===== src/hdl/vtm_pkg.sv =====
// ----------------------------------------------------------------------------
// Timer multiplexer package
// Command and result codes and the command record passed front to back.
// ----------------------------------------------------------------------------
package vtm_pkg;

  typedef enum logic [1:0] {
    OP_START = 2'd0,
    OP_STOP  = 2'd1,
    OP_TICK  = 2'd2,
    OP_NONE  = 2'd3
  } op_e;

  localparam logic [2:0] KIND_FIRED  = 3'd0;
  localparam logic [2:0] KIND_RELOAD = 3'd1;
  localparam logic [2:0] KIND_EXPIRE = 3'd2;
  localparam logic [2:0] KIND_IDLE   = 3'd3;
  localparam logic [2:0] KIND_FULL   = 3'd4;

  localparam logic [7:0] CORRECTION_RESET = 8'd14;

  typedef struct packed {
    op_e         op;
    logic [31:0] id;
    logic [63:0] deadline;
    logic [63:0] now;
  } cmd_t;

  typedef enum logic [1:0] {
    MODE_STOP  = 2'd0,
    MODE_TICK  = 2'd1,
    MODE_SCHED = 2'd2
  } mode_e;

  typedef enum logic [3:0] {
    ST_IDLE  = 4'b0001,
    ST_SCAN  = 4'b0010,
    ST_EVAL  = 4'b0100,
    ST_SCHED = 4'b1000
  } state_e;

  typedef struct packed {
    logic        valid;
    logic [2:0]  kind;
    logic [31:0] fired_id;
    logic [31:0] reload;
    logic        last;
  } res_t;

endpackage


===== src/hdl/vtm_ram.sv =====
// ----------------------------------------------------------------------------
// Generic RAM
// One write port and one read port with registered read data.
// ----------------------------------------------------------------------------
module vtm_ram #(
  parameter int WIDTH = 32,
  parameter int DEPTH = 32
) (
  input  logic                                  clk_i,
  input  logic                                  we_i,
  input  logic [(DEPTH > 1 ? $clog2(DEPTH) : 1)-1:0] waddr_i,
  input  logic [WIDTH-1:0]                      wdata_i,
  input  logic [(DEPTH > 1 ? $clog2(DEPTH) : 1)-1:0] raddr_i,
  output logic [WIDTH-1:0]                      rdata_o
);

  logic [WIDTH-1:0] mem_q [DEPTH];
  logic [WIDTH-1:0] rdata_q;

  always_ff @(posedge clk_i) begin
    if (we_i) begin
      mem_q[waddr_i] <= wdata_i;
    end
    rdata_q <= mem_q[raddr_i];
  end

  assign rdata_o = rdata_q;

endmodule


===== src/hdl/vtm_front.sv =====
// ----------------------------------------------------------------------------
// Timer multiplexer front end
// Accepts commands, decodes the op, forms the saturated deadline, and holds
// them in a two-entry queue for the back end.
// ----------------------------------------------------------------------------
module vtm_front (
  input  logic           clk_i,
  input  logic           rst_ni,
  input  logic           start_i,
  output logic           busy_o,
  input  logic [1:0]     op_i,
  input  logic [31:0]    timer_id_i,
  input  logic [31:0]    delay_i,
  input  logic [63:0]    now_i,
  output logic           cmd_valid_o,
  output vtm_pkg::cmd_t  cmd_o,
  input  logic           cmd_pop_i
);

  vtm_pkg::cmd_t fifo_q [2];
  logic          wr_ptr_q, wr_ptr_d;
  logic          rd_ptr_q, rd_ptr_d;
  logic [1:0]    cnt_q, cnt_d;
  logic          push;
  logic          pop;
  logic [64:0]   sum;
  vtm_pkg::cmd_t new_cmd;

  // Deadline saturates at the top of the 64-bit range.
  assign sum = {1'b0, now_i} + {33'd0, delay_i};

  always_comb begin
    new_cmd.op       = vtm_pkg::op_e'(op_i);
    new_cmd.id       = timer_id_i;
    new_cmd.deadline = sum[64] ? {64{1'b1}} : sum[63:0];
    new_cmd.now      = now_i;
  end

  assign busy_o      = (cnt_q == 2'd2);
  assign push        = start_i && !busy_o;
  assign cmd_valid_o = (cnt_q != 2'd0);
  assign pop         = cmd_pop_i && cmd_valid_o;
  assign cmd_o       = fifo_q[rd_ptr_q];

  always_comb begin
    wr_ptr_d = push ? ~wr_ptr_q : wr_ptr_q;
    rd_ptr_d = pop ? ~rd_ptr_q : rd_ptr_q;
    cnt_d    = cnt_q + {1'b0, push} - {1'b0, pop};
  end

  always_ff @(posedge clk_i or negedge rst_ni) begin
    if (!rst_ni) begin
      wr_ptr_q <= 1'b0;
      rd_ptr_q <= 1'b0;
      cnt_q    <= 2'd0;
    end else begin
      wr_ptr_q <= wr_ptr_d;
      rd_ptr_q <= rd_ptr_d;
      cnt_q    <= cnt_d;
    end
  end

  always_ff @(posedge clk_i) begin
    if (push) begin
      fifo_q[wr_ptr_q] <= new_cmd;
    end
  end

endmodule


===== src/hdl/vtm_back.sv =====
// ----------------------------------------------------------------------------
// Timer multiplexer back end
// Executes commands against the slot table with repeated scan passes and
// produces the fired, table-full and schedule results.
// ----------------------------------------------------------------------------
module vtm_back #(
  parameter int ENTRIES = 32
) (
  input  logic           clk_i,
  input  logic           rst_ni,
  input  logic           cmd_valid_i,
  input  vtm_pkg::cmd_t  cmd_i,
  output logic           cmd_pop_o,
  input  logic           cfg_we_i,
  input  logic [7:0]     cfg_data_i,
  output vtm_pkg::res_t  res_o
);

  localparam int IW = (ENTRIES > 1) ? $clog2(ENTRIES) : 1;
  localparam int CW = $clog2(ENTRIES + 1);
  localparam int WW = 32 + 64 + IW;
  localparam logic [IW-1:0] LAST_IDX = IW'(ENTRIES - 1);

  vtm_pkg::state_e state_q, state_d;
  vtm_pkg::mode_e  mode_q, mode_d;
  vtm_pkg::cmd_t   cmd_q, cmd_d;
  vtm_pkg::res_t   res_q, res_d;

  logic [ENTRIES-1:0] valid_q, valid_d;
  logic [CW-1:0]      count_q, count_d;
  logic [7:0]         corr_q;
  logic [IW-1:0]      addr_q, addr_d;
  logic               issue_done_q, issue_done_d;
  logic               rd_v_q, rd_v_d;
  logic [IW-1:0]      rd_idx_q, rd_idx_d;
  logic               pend_v_q, pend_v_d;
  logic [IW-1:0]      pend_r_q, pend_r_d;
  logic               best_v_q, best_v_d;
  logic [IW-1:0]      best_idx_q, best_idx_d;
  logic [63:0]        best_dl_q, best_dl_d;
  logic [IW-1:0]      best_rank_q, best_rank_d;
  logic [31:0]        best_id_q, best_id_d;
  logic [63:0]        diff_q, diff_d;

  logic          ram_we;
  logic [IW-1:0] ram_waddr;
  logic [WW-1:0] ram_wdata;
  logic [WW-1:0] ram_rdata;

  logic [31:0]   rd_id;
  logic [63:0]   rd_dl;
  logic [IW-1:0] rd_rank;
  logic [IW-1:0] adj_rank;
  logic          rd_live;
  logic          rank_moves;
  logic          better;
  logic          free_found;
  logic [IW-1:0] free_idx;
  logic [64:0]   delta;
  logic          due;
  logic [63:0]   pending;

  vtm_ram #(.WIDTH(WW), .DEPTH(ENTRIES)) u_slots (
    .clk_i   (clk_i),
    .we_i    (ram_we),
    .waddr_i (ram_waddr),
    .wdata_i (ram_wdata),
    .raddr_i (addr_q),
    .rdata_o (ram_rdata)
  );

  assign rd_id   = ram_rdata[WW-1 -: 32];
  assign rd_dl   = ram_rdata[IW +: 64];
  assign rd_rank = ram_rdata[IW-1:0];
  assign rd_live = valid_q[rd_idx_q];

  // A removal during the previous pass is folded into the ranks here.
  assign rank_moves = pend_v_q && (rd_rank > pend_r_q);
  assign adj_rank   = rank_moves ? rd_rank - IW'(1) : rd_rank;

  always_comb begin
    free_found = 1'b0;
    free_idx   = '0;
    for (int i = ENTRIES - 1; i >= 0; i--) begin
      if (!valid_q[i]) begin
        free_found = 1'b1;
        free_idx   = IW'(i);
      end
    end
  end

  always_comb begin
    if (mode_q == vtm_pkg::MODE_STOP) begin
      better = rd_live && (rd_id == cmd_q.id) && !best_v_q;
    end else begin
      better = rd_live && (!best_v_q || (rd_dl < best_dl_q) ||
               ((rd_dl == best_dl_q) && (adj_rank < best_rank_q)));
    end
  end

  assign delta = {1'b0, best_dl_q} - {1'b0, cmd_q.now};
  assign due   = delta[64] || (delta[63:0] == 64'd0);

  always_comb begin
    pending = (diff_q > {56'd0, corr_q}) ? diff_q - {56'd0, corr_q} : diff_q;
  end

  assign cmd_pop_o = (state_q == vtm_pkg::ST_IDLE) && cmd_valid_i;

  always_comb begin
    state_d      = state_q;
    mode_d       = mode_q;
    cmd_d        = cmd_q;
    valid_d      = valid_q;
    count_d      = count_q;
    addr_d       = addr_q;
    issue_done_d = issue_done_q;
    rd_v_d       = 1'b0;
    rd_idx_d     = rd_idx_q;
    pend_v_d     = pend_v_q;
    pend_r_d     = pend_r_q;
    best_v_d     = best_v_q;
    best_idx_d   = best_idx_q;
    best_dl_d    = best_dl_q;
    best_rank_d  = best_rank_q;
    best_id_d    = best_id_q;
    diff_d       = diff_q;
    res_d        = res_q;
    res_d.valid  = 1'b0;
    ram_we       = 1'b0;
    ram_waddr    = rd_idx_q;
    ram_wdata    = {rd_id, rd_dl, adj_rank};

    unique case (state_q)
      vtm_pkg::ST_IDLE: begin
        if (cmd_valid_i) begin
          cmd_d        = cmd_i;
          state_d      = vtm_pkg::ST_SCAN;
          addr_d       = '0;
          issue_done_d = 1'b0;
          best_v_d     = 1'b0;
          unique case (cmd_i.op)
            vtm_pkg::OP_START: begin
              mode_d = vtm_pkg::MODE_SCHED;
              if (free_found) begin
                ram_we            = 1'b1;
                ram_waddr         = free_idx;
                ram_wdata         = {cmd_i.id, cmd_i.deadline, count_q[IW-1:0]};
                valid_d[free_idx] = 1'b1;
                count_d           = count_q + CW'(1);
              end else begin
                res_d.valid    = 1'b1;
                res_d.kind     = vtm_pkg::KIND_FULL;
                res_d.fired_id = '0;
                res_d.reload   = '0;
                res_d.last     = 1'b0;
              end
            end
            vtm_pkg::OP_STOP: mode_d = vtm_pkg::MODE_STOP;
            vtm_pkg::OP_TICK: mode_d = vtm_pkg::MODE_TICK;
            default:          mode_d = vtm_pkg::MODE_SCHED;
          endcase
        end
      end

      vtm_pkg::ST_SCAN: begin
        if (!issue_done_q) begin
          rd_v_d   = 1'b1;
          rd_idx_d = addr_q;
          if (addr_q == LAST_IDX) begin
            issue_done_d = 1'b1;
          end else begin
            addr_d = addr_q + IW'(1);
          end
        end
        if (rd_v_q) begin
          if (rd_live && rank_moves) begin
            ram_we = 1'b1;
          end
          if (better) begin
            best_v_d    = 1'b1;
            best_idx_d  = rd_idx_q;
            best_dl_d   = rd_dl;
            best_rank_d = adj_rank;
            best_id_d   = rd_id;
          end
          if (rd_idx_q == LAST_IDX) begin
            pend_v_d = 1'b0;
            state_d  = vtm_pkg::ST_EVAL;
          end
        end
      end

      vtm_pkg::ST_EVAL: begin
        if ((mode_q == vtm_pkg::MODE_STOP && best_v_q) ||
            (mode_q == vtm_pkg::MODE_TICK && best_v_q && due)) begin
          valid_d[best_idx_q] = 1'b0;
          count_d             = count_q - CW'(1);
          pend_v_d            = 1'b1;
          pend_r_d            = best_rank_q;
          state_d             = vtm_pkg::ST_SCAN;
          addr_d              = '0;
          issue_done_d        = 1'b0;
          best_v_d            = 1'b0;
          if (mode_q == vtm_pkg::MODE_TICK) begin
            res_d.valid    = 1'b1;
            res_d.kind     = vtm_pkg::KIND_FIRED;
            res_d.fired_id = best_id_q;
            res_d.reload   = '0;
            res_d.last     = 1'b0;
          end
        end else if (mode_q == vtm_pkg::MODE_STOP) begin
          // No more matches: one more pass finds the minimum.
          mode_d       = vtm_pkg::MODE_SCHED;
          state_d      = vtm_pkg::ST_SCAN;
          addr_d       = '0;
          issue_done_d = 1'b0;
          best_v_d     = 1'b0;
        end else if (!best_v_q) begin
          res_d.valid    = 1'b1;
          res_d.kind     = vtm_pkg::KIND_IDLE;
          res_d.fired_id = '0;
          res_d.reload   = '0;
          res_d.last     = 1'b1;
          state_d        = vtm_pkg::ST_IDLE;
        end else if (due) begin
          res_d.valid    = 1'b1;
          res_d.kind     = vtm_pkg::KIND_EXPIRE;
          res_d.fired_id = '0;
          res_d.reload   = '0;
          res_d.last     = 1'b1;
          state_d        = vtm_pkg::ST_IDLE;
        end else begin
          diff_d  = delta[63:0];
          state_d = vtm_pkg::ST_SCHED;
        end
      end

      vtm_pkg::ST_SCHED: begin
        res_d.valid    = 1'b1;
        res_d.kind     = vtm_pkg::KIND_RELOAD;
        res_d.fired_id = '0;
        res_d.reload   = (pending[63:32] != 32'd0) ? 32'hFFFF_FFFF : pending[31:0];
        res_d.last     = 1'b1;
        state_d        = vtm_pkg::ST_IDLE;
      end

      default: state_d = vtm_pkg::ST_IDLE;
    endcase
  end

  always_ff @(posedge clk_i or negedge rst_ni) begin
    if (!rst_ni) begin
      state_q      <= vtm_pkg::ST_IDLE;
      mode_q       <= vtm_pkg::MODE_SCHED;
      valid_q      <= '0;
      count_q      <= '0;
      corr_q       <= vtm_pkg::CORRECTION_RESET;
      addr_q       <= '0;
      issue_done_q <= 1'b0;
      rd_v_q       <= 1'b0;
      pend_v_q     <= 1'b0;
      best_v_q     <= 1'b0;
      res_q        <= '0;
    end else begin
      state_q      <= state_d;
      mode_q       <= mode_d;
      valid_q      <= valid_d;
      count_q      <= count_d;
      if (cfg_we_i) begin
        corr_q <= cfg_data_i;
      end
      addr_q       <= addr_d;
      issue_done_q <= issue_done_d;
      rd_v_q       <= rd_v_d;
      pend_v_q     <= pend_v_d;
      best_v_q     <= best_v_d;
      res_q        <= res_d;
    end
  end

  always_ff @(posedge clk_i) begin
    cmd_q          <= cmd_d;
    rd_idx_q       <= rd_idx_d;
    pend_r_q       <= pend_r_d;
    best_idx_q     <= best_idx_d;
    best_dl_q      <= best_dl_d;
    best_rank_q    <= best_rank_d;
    best_id_q      <= best_id_d;
    diff_q         <= diff_d;
  end

  assign res_o = res_q;

endmodule


===== src/hdl/virtual_timer_multiplexer.sv =====
// ----------------------------------------------------------------------------
// Virtual timer multiplexer
// Many virtual timers share one hardware countdown through a deadline table.
// ----------------------------------------------------------------------------
// A command is taken when start_i is high and busy_o is low; a two-entry
// queue sits in front of the executing logic, so up to two commands can be
// taken while an earlier one is still being worked. Every command ends with
// exactly one schedule result (idle, expire now or reload) marked by last_o.
// A tick first reports each expired timer as a fired result, earliest
// deadline first and oldest start first among equal deadlines; a start into a
// full table first reports table full. Results appear on the result ports for
// one cycle with result_valid_o and cannot be held off, so the receiver must
// take every one. Deadlines live in a single-port-read slot RAM, and all work
// is done in passes that read one slot per cycle, each followed by an
// evaluation step. A start or an unused op takes one pass; a stop that
// removes k timers takes k + 2 passes; a tick that fires k timers takes
// k + 1 passes. A reload result then passes through the schedule state.
// The correction register may be written at any time the block is idle
// and is always ready.
module virtual_timer_multiplexer #(
  parameter int ENTRIES = 32
) (
  input  logic        clk_i,
  input  logic        rst_ni,
  input  logic        start_i,
  output logic        busy_o,
  input  logic [1:0]  op_i,
  input  logic [31:0] timer_id_i,
  input  logic [31:0] delay_i,
  input  logic [63:0] now_i,
  input  logic        cfg_valid_i,
  output logic        cfg_ready_o,
  input  logic [7:0]  cfg_correction_i,
  output logic        result_valid_o,
  output logic [2:0]  kind_o,
  output logic [31:0] fired_id_o,
  output logic [31:0] reload_o,
  output logic        last_o
);

  logic          cmd_valid;
  logic          cmd_pop;
  vtm_pkg::cmd_t cmd;
  vtm_pkg::res_t res;

  // The correction register accepts a transfer in every cycle.
  assign cfg_ready_o = 1'b1;

  vtm_front u_front (
    .clk_i       (clk_i),
    .rst_ni      (rst_ni),
    .start_i     (start_i),
    .busy_o      (busy_o),
    .op_i        (op_i),
    .timer_id_i  (timer_id_i),
    .delay_i     (delay_i),
    .now_i       (now_i),
    .cmd_valid_o (cmd_valid),
    .cmd_o       (cmd),
    .cmd_pop_i   (cmd_pop)
  );

  vtm_back #(.ENTRIES(ENTRIES)) u_back (
    .clk_i       (clk_i),
    .rst_ni      (rst_ni),
    .cmd_valid_i (cmd_valid),
    .cmd_i       (cmd),
    .cmd_pop_o   (cmd_pop),
    .cfg_we_i    (cfg_valid_i && cfg_ready_o),
    .cfg_data_i  (cfg_correction_i),
    .res_o       (res)
  );

  assign result_valid_o = res.valid;
  assign kind_o         = res.kind;
  assign fired_id_o     = res.fired_id;
  assign reload_o       = res.reload;
  assign last_o         = res.last;

endmodule


===== config.mk =====
export PLATFORM = sky130hd
export DESIGN_NAME = virtual_timer_multiplexer
export DESIGN_NICKNAME = d
export VERILOG_FILES = /design/src/hdl/vtm_pkg.sv /design/src/hdl/vtm_ram.sv /design/src/hdl/vtm_front.sv /design/src/hdl/vtm_back.sv /design/src/hdl/virtual_timer_multiplexer.sv
export SDC_FILE = /design/constraint.sdc
export NUM_CORES = 2
export LEC_CHECK = 0
export CAP_MARGIN = 5
export CORE_ASPECT_RATIO = 2
export CORE_MARGIN = 2
export CORE_UTILIZATION = 35
export DETAILED_ROUTE_END_ITERATION = 6
export DONT_BUFFER_PORTS = 1
export PLACE_DENSITY = 0.54
export SYNTH_ARGS = -nofsm -noshare
export SYNTH_HDL_FRONTEND = slang
export SYNTH_SLANG_ARGS = --single-unit

===== constraint.sdc =====
create_clock -name clk_i -period 29.8 [get_ports clk_i]
set_input_delay 5.96 -clock clk_i [delete_from_list [all_inputs] [get_ports clk_i]]
set_output_delay 5.96 -clock clk_i [all_outputs]
set_load 0.02 [all_outputs]

Word-level counts from Yosys, hierarchy flattened --
Memory sizes are Yosys's and may differ from the RTL's. A register that Yosys moved wholly into a read port is not among the register bits. Index checks and enable logic that the tools add are counted.
Operators by class: bitwise gates (word level) 9, $lt $le $gt $ge 9, add/subtract/negate cells 9, multiplexer cells 146, eq/ne operators 28, reduce and logical (&&, ||, !) cells 42
Operators with widths (number):
- $mux W69 | 8
- $mux W101 | 4
- $mux W5 | 42
- $pmux W69 S3 | 1
- $mux W32 | 5
- $mux W64 | 2
- $add A64 B32 Y65 | 1
- $sub A64 B64 Y65 | 1
- $eq A64 B64 Y1 | 1
- $gt A64 B8 Y1 | 1
- $logic_not A64 Y1 | 1
- $lt A64 B64 Y1 | 1
- $pmux W32 S2 | 1
- $sub A64 B8 Y64 | 1
- $mux W1 | 57
- $and A32 B32 Y32 | 1
- $eq A32 B32 Y1 | 1
- $not A32 Y32 | 1
- $or A32 B32 Y32 | 1
- $reduce_bool A32 Y1 | 1
- $mux W4 | 7
- $mux W6 | 4
- $reduce_and A5 Y1 | 4
- $lt A5 B6 Y1 const B | 3
- other kinds (42) | 93
Storage, ports and cells: memories 2, word-level logic and storage cells 272, memory bits (writable) 3556, flip-flop bits (word level) 410, output and inout bits 71, input port bits 142
Memory list:
- u_back.u_slots.mem_q | depth 32, width 101, rd ports 1, clocked after memory_dff 1, write ports 1, line vtm_ram.sv:17 | logic [WIDTH-1:0] mem_q [DEPTH];
- u_front.fifo_q | depth 2, width 162, rd ports 1, clocked after memory_dff 0, write ports 1, line vtm_front.sv:20 | vtm_pkg::cmd_t fifo_q [2];

Depth between registers and ports, before layout --
depth after elaboration 41, depth in mapped cells 19, mapped depth without buffers 17

Hierarchy --
A second synthesis with hierarchy kept.
Unflattened totals: cell total of the unflattened synthesis 9344, area, all modules 163648.2 um^2
Modules (own cells, without submodules):
- vtm_ram | cells an instance 5880, area an instance 124730.9 um^2, sequential area each 99075.0 um^2, instances 1
- vtm_back | cells an instance 2476, area an instance 24091.9 um^2, sequential area each 11522.3 um^2, instances 1
- vtm_front | cells an instance 986, area an instance 14814.2 um^2, sequential area each 9829.4 um^2, instances 1
- virtual_timer_multiplexer | cells an instance 2, area an instance 11.3 um^2, sequential area each 0.0 um^2, instances 1

Least setup slack after synthesis --
OpenSTA, ideal clock, no wires.
path kind input -> register, from input port start_i, to memory u_front.fifo_q[0][0] (netlist bit), enable pin, arrival 12.771 ns, setup time 0.686 ns, path buffers 0, required time 29.114 ns, path slack 16.343 ns, cell stages on the path 2, path through nand2_1 -> nor2_1
On the way: longest elaborated chain between the ends 3
RTL lines:
- from (decl) | line virtual_timer_multiplexer.sv:25 | input logic start_i,
- $logic_and A1 B1 Y1 | line vtm_front.sv:40 | assign push = start_i && !busy_o;
- $mux W1 | line vtm_front.sv:64 | if (push) begin
- $mux W1 (not written as such) | line vtm_front.sv:65 | fifo_q[wr_ptr_q] <= new_cmd;
- to (decl) | line vtm_front.sv:20
No other way between the ends.

==> reports/results.txt <==
H-tree depth: 5
Skew final: 64.3 ps
Fin cells: 14600
Antenna violation net count after detailed routing: 0
RSZ-0062 raised after global routing: false
Asr flop ratio synth: 0.0327
Clock share of power: 0.268
WP data required: 30510 ps
Crit-path leading delay family: compound AO/OA/AOI/OAI gates
Fraction of layout cells with a size suffix above 1: 0.242
Worst skew pair latency: 960 ps
Slowest CP cell: a21boi_0
Slew Limit Fails: 0
Final min period: 11180 ps
Hold_buf cts: 0
Initial antenna violation count: 34
Estimated wirelength of the detail-placed design: 267 mm
CTS tree: yes
1st-iter DRT viols: 8093
Prevailing post-synth register cell: edfxtp_1
Max VDD drop: 0.102 mV
Final Hold Fails: 0
DRT Pass-1 Iters: 6
Worst slew margin: 0.160
Port Buffers: 0
Detailed-route vias per instance: 5.55
Cts repair resizes: 0
Final setup TNS: 0 ps
Post-route setup slack: 18620 ps
Final Core Density: 0.394
CP max stage delay: 950 ps
Nets: 8590
Syn_nets: 8399
Global-route wire length before repair: 655 mm
Logic pwr share: 0.271
Root buffer cell: clkbuf_16
Library cells used by synthesis: 89
I/O Pins: 213
Syn_area_per_cell: 20.1 um2
Cell area after synthesis: 162000 um2
Critical setup path kind: input port to flip-flop
Routed WL per cell: 32.0 um
Pint: 12.0 mW
Switching share of power: 0.308
Register area share after synthesis: 0.743
Most frequent cells in the layout: 3832 x edfxtp_1, 1020 x mux4_2, 427 x nand2_1
CP endpoint kind: flip-flop
FMAX: 89.5 MHz
FP Rows: 353
Switch Pwr: 5.32 mW
Pre-CTS setup slack: 17870 ps
Initial Utilization: 0.351
Worst r2r path cells: 14
Worst Path Arrival: 11880 ps
Max_cap viols: 0
Largest net degree at the start of global routing: 147
Hold Path Class: flip-flop to flip-flop
WP depth: 17
Routed WL: 468 mm
Cell repeated most along the worst path: o21ai_0
Die area: 469000 um2
CTS max path bufs: 4
Post-Synthesis Cells: 8066
Worst Tran Pin Value: 1260 ps
Outcome: finished, final reports clean
Crit share post-route: 0.375
Setup Fix Bufs, Post-CTS: 0
Die height: 967 um
Final setup violation count: 0
Worst path bufs/invs: 3
Worst Path Max Fanout: 50
Placer Congestion: 0.884
Post-synthesis register bit count: 4066
Reg power frac: 0.461
Pleak: 57.6 nW
Clock Sinks: 4066
Total number of vias: 81000
Core Region: 462000 um2
WHS Path Cells: 0
Startpoint types: input port
Detailed-route DRC error count: 0
CTS Buf Count: 341
Most common cell after layout, fill and taps aside: edfxtp_1
Total track usage: 0.195
Die width: 485 um
Post-synth EDFFs: 3832
Worst-path clk slew: 70 ps
PwrDens: 94.9 nW/um2
Congestion Overflow GR: 0
Area grow syn2layout: 12.3%
# placed instances: 13900
Layout fillers: 40900
CP cell instances: ha_1 > inv_1 > fa_1 > nor2b_1 > o21ai_0 > a21boi_0 > o21ai_0 > a21boi_0 > o21ai_0 > a21boi_0 > o211ai_1 > a311oi_2 > buf_4 > and2_1 > nand4_1 > buf_4 > o21ai_0
Vias in the first global route: 84500
Synth warnings: 0
Final hold slack: 448 ps
path summary, 6_finish.rpt:
path	startpoint	end	slack [ps]
setup / recovery	delay_i[0]	u_front.fifo_q[0][95]	18620
hold / removal	u_back.best_rank_q[4]	u_back.pend_r_q[4]	450
setup reg to reg	u_back.state_q[1]	u_back.u_slots.mem_q[27][35]	22270
hold reg to reg	u_back.best_rank_q[4]	u_back.pend_r_q[4]	450
max in group asynchronous	rst_ni	u_front.rd_ptr_q	24570
min in group asynchronous	rst_ni	u_back.res_o[4]	4740
cell families after synthesis:
logic type      after synthesis  share of synthesized area
fa+ha+maj                   191                     0.0149
compound gates              752                     0.0298
buf+inv                     562                     0.0132
other cells                   1                  0.0000231
flops                      4066                      0.743
simple gates               1042                     0.0307
mux                        1307                      0.161
xor+xnor                    145                    0.00783
worst reg2reg max path, stage by stage, from the launching register on:
cell and delay (ps):
dfrtp_1 430, nor2_1 160, nand3b_1 180, nor2_4 640
buf_4 710, nand3_4 650, buf_4 650, nand2_1 210
and3b_1 240, nand2_1 250, nor2_4 220, buf_4 640
buf_4 690, buf_4 650, buf_4 750
per-layer routing:
metal  track usage  wire [um]  vias to the layer above
li1              -          -                    33400
met3        0.0330      30300                      584
met2         0.356     248000                     2821
met5             0        140                        -
met4        0.0479      11300                       22
met1         0.239     177000                    44200
registers in the layout, summed over array words and instances (netlist names), 8 cells and up:
register	count
u_front.fifo_q	324
u_back.corr_q	8
u_back.u_slots.rdata_o	101
u_back.res_o	69
u_back.best_dl_q	64
u_back.u_slots.mem_q	3232
u_back.valid_q	32
u_back.diff_q	64
u_back.cmd_q	96
u_back.best_id_q	32
layout make-up:
cell class                      instances  area [um2]  area share
Inverter                              209         785     0.00431
Timing Repair Buffer                  201        1800     0.00990
Sequential cell                      4066      120000       0.662
Clock inverter                        164        1770     0.00970
Multi-Input combinational cell       3438       40100       0.220
Clock buffer                          457        9500      0.0522
Antenna cell                           32        80.1    0.000440
Tap cell                             6035        7550      0.0415
through the flow:
step | cell area [um2] | power [mW]
final | 182000 | 17.3
after CTS | 182000 | 17.4
after global routing | 182000 | 17.9
after floorplan | 162000 | 11.0
after global placement | 171000 | 12.7
after detailed placement | 171000 | 12.8
cells in the mapped netlist (all sizes together) (30+ instances only):
master,number,area (um2)
edfxtp,3832,115000
mux4,1020,23000
nand2,428,1610
o21ai,260,1300
clkbuf,254,953
inv,208,781
mux2,208,2340
nor2,200,761
ha,187,2340
a21oi,142,718
dfrtp,128,3200
dfxtp,101,2020
buf,99,398
mux2i,79,791
xor2,78,683
nand4,68,425
xnor2,67,587
a21o,63,473
nor3,55,275
nand2b,43,269
nor4,38,259
or3,38,238
nand3,32,160
nor2b,30,188
power groups by stage:
stage | clock (mW) | combinational, mW | sequential (mW)
finish | 4.63 | 4.69 | 7.96
global route | 4.90 | 5.03 | 7.99
CTS | 4.73 | 4.74 | 7.97
detailed placement | 0 | 4.73 | 8.09
global placement | 0 | 4.61 | 8.08
floorplan | 0 | 3.12 | 7.91
No activity file was read; power rests on OpenSTA's default activity.
